### src/rtl/core/mtm_pkg.sv
// shared constants, codes and types of the matrix multiply unit
// no dependencies; every other file but mtm_ram imports this package
`default_nettype none

package mtm_pkg;

  // size limits of the result matrix and of the inner dimension
  localparam int MAX_ROWS  = 16;
  localparam int MAX_INNER = 64;
  localparam int MAX_COLS  = 16;

  // element stores
  localparam int STORE_DEPTH = 1024;
  localparam int ADDR_W      = 10;

  // field widths
  localparam int MODE_W  = 2;
  localparam int INDEX_W = 10;
  localparam int VAL_W   = 16;
  localparam int ROWS_W  = 5;
  localparam int INNER_W = 7;
  localparam int COLS_W  = 5;
  localparam int LAYOUT_W = 2;
  localparam int OUT_IDX_W = 4;
  localparam int PROD_W  = 2 * VAL_W;
  localparam int ACC_W   = 48;

  // transaction modes
  localparam logic [MODE_W-1:0] MODE_LOAD_A  = 2'd0;
  localparam logic [MODE_W-1:0] MODE_LOAD_B  = 2'd1;
  localparam logic [MODE_W-1:0] MODE_COMPUTE = 2'd2;

  // layouts
  localparam logic [LAYOUT_W-1:0] LAYOUT_AB  = 2'd0;
  localparam logic [LAYOUT_W-1:0] LAYOUT_ABT = 2'd1;
  localparam logic [LAYOUT_W-1:0] LAYOUT_ATB = 2'd2;

  // register map, index from paddr[3:2]
  localparam int APB_ADDR_W = 4;
  localparam int APB_DATA_W = 32;
  localparam logic [1:0] REG_ROWS_M  = 2'd0;
  localparam logic [1:0] REG_INNER_N = 2'd1;
  localparam logic [1:0] REG_COLS_P  = 2'd2;
  localparam logic [1:0] REG_LAYOUT  = 2'd3;

  typedef logic signed [VAL_W-1:0] elem_t;
  typedef logic signed [ACC_W-1:0] acc_t;

  // control broadcast to every cell of the chain
  typedef struct packed {
    logic clear;      // zero the accumulator
    logic fire;       // multiply held a by the cell's b
    logic acc_en;     // add the product into the accumulator
    logic shift_out;  // pass accumulators one cell towards the output
  } cell_ctl_t;

endpackage

`default_nettype wire

### src/rtl/core/mtm_cell.sv
// one column cell: b shift stage, registered multiply and accumulator
// depends on mtm_pkg
`default_nettype none

module mtm_cell
  import mtm_pkg::*;
(
  input  logic      clk,
  input  cell_ctl_t ctl,
  input  elem_t     a,
  input  elem_t     b_in,
  output elem_t     b_out,
  input  acc_t      acc_in,
  output acc_t      acc_out
);

  elem_t                    b;
  logic signed [PROD_W-1:0] prod;
  acc_t                     acc;

  // b values march along the chain one cell per cycle
  always_ff @(posedge clk) begin
    b <= b_in;
  end

  // product of the broadcast a element and this cell's b element
  always_ff @(posedge clk) begin
    if (ctl.fire) begin
      prod <= PROD_W'(a) * PROD_W'(b);
    end
  end

  // clear, accumulate, or hand the sum towards the output during unload
  always_ff @(posedge clk) begin
    if (ctl.clear) begin
      acc <= '0;
    end else if (ctl.acc_en) begin
      acc <= acc + ACC_W'(prod);
    end else if (ctl.shift_out) begin
      acc <= acc_in;
    end
  end

  assign b_out   = b;
  assign acc_out = acc;

endmodule

`default_nettype wire
### config.mk
export PLATFORM = sky130hd
export DESIGN_NAME = mtm_cell
export DESIGN_NICKNAME = d
export VERILOG_FILES = /design/src/rtl/core/mtm_pkg.sv /design/src/rtl/core/mtm_cell.sv
export SDC_FILE = /design/constraint.sdc
export NUM_CORES = 1
export LEC_CHECK = 0
export BUFFER_PORTS_ARGS = -buffer_cell sky130_fd_sc_hd__buf_2
export CAP_MARGIN = 20
export CORE_UTILIZATION = 55
export CTS_BUF_LIST = sky130_fd_sc_hd__clkbuf_4 sky130_fd_sc_hd__clkbuf_8
export CTS_CLUSTER_DIAMETER = 50
export CTS_CLUSTER_SIZE = 10
export DETAILED_ROUTE_END_ITERATION = 7
export GPL_ROUTABILITY_DRIVEN = 0
export PLACE_DENSITY = 0.85
export SYNTH_ARGS = -nofsm -noshare
export SYNTH_HDL_FRONTEND = slang
export SYNTH_SLANG_ARGS = --single-unit
### constraint.sdc
create_clock -name clk -period 20.3 [get_ports clk]
set_input_delay 2.03 -clock clk [delete_from_list [all_inputs] [get_ports clk]]
set_output_delay 2.03 -clock clk [all_outputs]
set_load 0.01 [all_outputs]
==> flow_summary_export.csv <==
group,metric,value,unit
run_status,run_status,"finished clean",
cts,clk_latency,400,ps
floorplan,fp.dieArea,0.03003,mm^2
synthesis,synthArstFlopShare,0,%
cts,post-cts-setup-buffers,0,
cts,postCtsHoldBufs,0,
setup_path,critPathRequiredTime,20450,ps
route,drc_errors,0,
route,dr_total_vias,12944,
cts,cts_tree,"built",
min_path,holdCritPathClass,"reg2reg",
grt,globalRoute.totalOverflow,0,
timing,hold_violations,0,
timing,setup_tns,0,ps
synthesis,synth.avg_cell_area,9.009,um^2
synthesis,netlist_top_cells_count,"inv_1, fa_1, nand2_1, ha_1, and2_1",
synthesis,synth.area.top_cells,"fa_1, ha_1, dfxtp_1",
setup_path,cpLargestDelayFamily,"adder cells",
setup_path,timing.critical_path.mode_cell,"fa_1",
synthesis,postSynthNetCount,2268,
timing,max_slew_margin,42.59,%
setup_path,regToRegSetupSlack,13070,ps
synthesis,synth.cell_area,0.01614,mm^2
timing,post-route-min-period,8263,ps
route,ant_nets,0,
timing,top_achievable_clock_speed,121.0,MHz
timing,final_max_slew_viol_count,0,
timing,setup_violations,0,
setup_path,critPathSlowestCell,"fa_1",
layout,final_net_count,2357,
grt,track_usage,26.66,%
timing,finalCritPeriodShare,40.70,%
min_path,worst_case_hold_path_end_point,"acc_out[42]",
route,post_drt_via_cell_ratio,5.705,
grt,antenna_found_initial,0,
layout,post_route_cells_drive_above_1_share,9.973,%
timing,timing.clock.skew,19.47,ps
setup_path,timing.critical_path.cells,"buf_2 -> nand2_1 -> inv_1 -> fa_1 -> fa_1 -> inv_1 -> fa_1 -> fa_1 -> fa_1 -> fa_1 -> inv_1 -> ha_1 -> nand4_1 -> nor2_1 -> a2111oi_0 -> o32ai_1 -> o41ai_2 -> o2111ai_1 -> a21oi_1 -> xnor2_1",
setup_path,start_kind,"primary input",
setup_path,worst-endpoint-arrival,8410,ps
route,drt_iter0_markers,1082,
route,postRouteWirelength,38880,um
synthesis,synth_top_area_cell,"fa_1",
cts,max-clock-path-buffers,2,
synthesis,synth.yosys.warnings,0,
floorplan,fp.dieH,173.3,um
synthesis,number_of_synthesized_flops_with_an_enable_pin,32,
layout,syn2layout_area_growth,7.150,%
synthesis,yosys_register_bits,96,
setup_path,cp.buffers_inverters,4,
synthesis,syn-instance-count,1791,
synthesis,synthDistinctLibCells,65,
floorplan,die_x,173.3,um
cts,clk_root_buffer_cell,"clkbuf_8",
timing,tightest_slew,861.2,ps
min_path,hold_path_startpoint,"acc_out[42]",
place,place.port_buffers,148,
grt,grt_first_pass_wirelength,64760,um
floorplan,placement_rows,62,
setup_path,timing.rr.start,"b_out[1]",
route,routed_wire_length_per_instance,17.14,um
synthesis,synth_top_area_share,32.63,%
cts,clock_sink_count,96,
synthesis,post-synth-top-count-cell,"inv_1",
floorplan,std_cell_core_area,0.02878,mm^2
layout,antenna_cells_inserted,0,
min_path,holdPathStages,2,
floorplan,floorplan.initialDensity,56.06,%
setup_path,critical_path_stages,20,
setup_path,end_kind,"register",
setup_path,crit_type,"in2reg",
grt,first_global_vias,13360,
setup_path,crit_path_max_incr_delay,780,ps
place,place.detailed.hpwl,31330,um
setup_path,r2r.worst_path.cells,19,
cts,cts.reportedPaths.clkPinSlew,120,ps
setup_path,worst-path-max-fanout,16,
setup_path,crit-reg2reg-capture,"prod[30]",
route,drt-pass1-iter-count,8,
timing,setup_repair_after_global_routing_missed_its_margin,"no",
floorplan,design.portCount,149,
cts,h-tree-depth,3,
synthesis,synth.yosys.seq_area_share,13.90,%
synthesis,synth_ff_type,"dfxtp_1",
cts,post_cts_resized,0,
cts,cts_inserted_buffers,9,
grt,maximum_number_of_pins_on_one_net_before_global_route_repair,85,
flow_run,maxCapViolCount,0,
-- cell families (layout without fill, tap and decap cells) --
kind of cell | Yosys count | in the layout | synth area share [%]
AOI/OAI and AO/OA | 322 | 322 | 13.73
xor gates and xnor gates | 72 | 72 | 3.908
adders and majority gates | 392 | 392 | 42.63
buffers and inverters | 409 | 503 | 9.600
DFF | 96 | 96 | 13.90
muxes | 19 | 19 | 1.179
and+or+nand+nor | 481 | 481 | 15.05
-- tightest hold or removal path, cell delays in order (launching register included) --
cell and delay (ps):
dfxtp_1 380, mux2i_1 100, o32ai_2 80
-- worst max-delay path by stage --
stage                          end  slack [ps]  startpoint
after floorplan           prod[30]       12440       a[15]
after global placement    prod[30]       12170       a[15]
after detailed placement  prod[31]       11850       a[15]
after CTS                 prod[31]       12260       a[15]
after global routing      prod[31]       11710       a[15]
final                     prod[30]       12040       a[15]
-- metrics by stage --
stage / setup WS (ps) / cell area (um^2) / hold slack, ps / util [%] / instances
after floorplan: 12440 / 16140 / 563.0 / - / 1791
after global placement: 12170 / 17090 / 552.7 / 59.39 / 2253
after CTS: 12260 / 17290 / 595.3 / 60.07 / 2269
final: 12040 / 17290 / 602.8 / 60.07 / 2269
after detailed placement: 11850 / 17090 / 559.5 / 59.39 / 2253
after global routing: 11710 / 17290 / 626.8 / 60.07 / 2269
-- placed cells by master, fill, tap and decap left out, types with 7 or more instances in the layout --
| cell | synthesis | final |
|---|---|---|
| a211oi_1 | 75 | 75 |
| a21o_1 | 43 | 43 |
| a21oi_1 | 83 | 83 |
| a31oi_1 | 11 | 11 |
| and2_1 | 125 | 125 |
| buf_2 | 5 | 148 |
| clkbuf_8 | 0 | 10 |
| dfxtp_1 | 64 | 64 |
| edfxtp_1 | 32 | 32 |
| fa_1 | 263 | 263 |
| ha_1 | 129 | 129 |
| inv_1 | 336 | 336 |
| mux2i_1 | 19 | 19 |
| nand2_1 | 158 | 158 |
| nand2b_1 | 10 | 10 |
| nand3_1 | 22 | 22 |
| nand4_1 | 16 | 16 |
| nor2_1 | 67 | 67 |
| nor2b_1 | 42 | 42 |
| nor3_1 | 13 | 13 |
| o211ai_1 | 7 | 7 |
| o21a_1 | 8 | 8 |
| o21ai_0 | 27 | 27 |
| o21bai_1 | 13 | 13 |
| xnor2_1 | 47 | 47 |
| xor2_1 | 25 | 25 |
-- layout make-up --
type                    instances  area, um^2
multi-input cells            1286       12340
fillers                      2369       11490
flip-flops and latches         96        2242
inverters                     336        1261
repair buffers                151       763.2
well taps                     384       480.5
clock buffers                  10       137.6
clock inverters                 6       60.06
-- flip-flops by register name, indices dropped and copies added (netlist names) --
name,cells
acc_out,48
prod,32
b_out,16
-- routing by layer --
layer  track usage (%)  wire (um)
met3             4.474       3379
met2             45.63      18700
met4             6.822        665
met5                 0          0
met1             35.12      16140
Power is left out: the tool's default activity adds up to more than one toggle a clock period on the data nets, which glitch-free logic cannot reach.
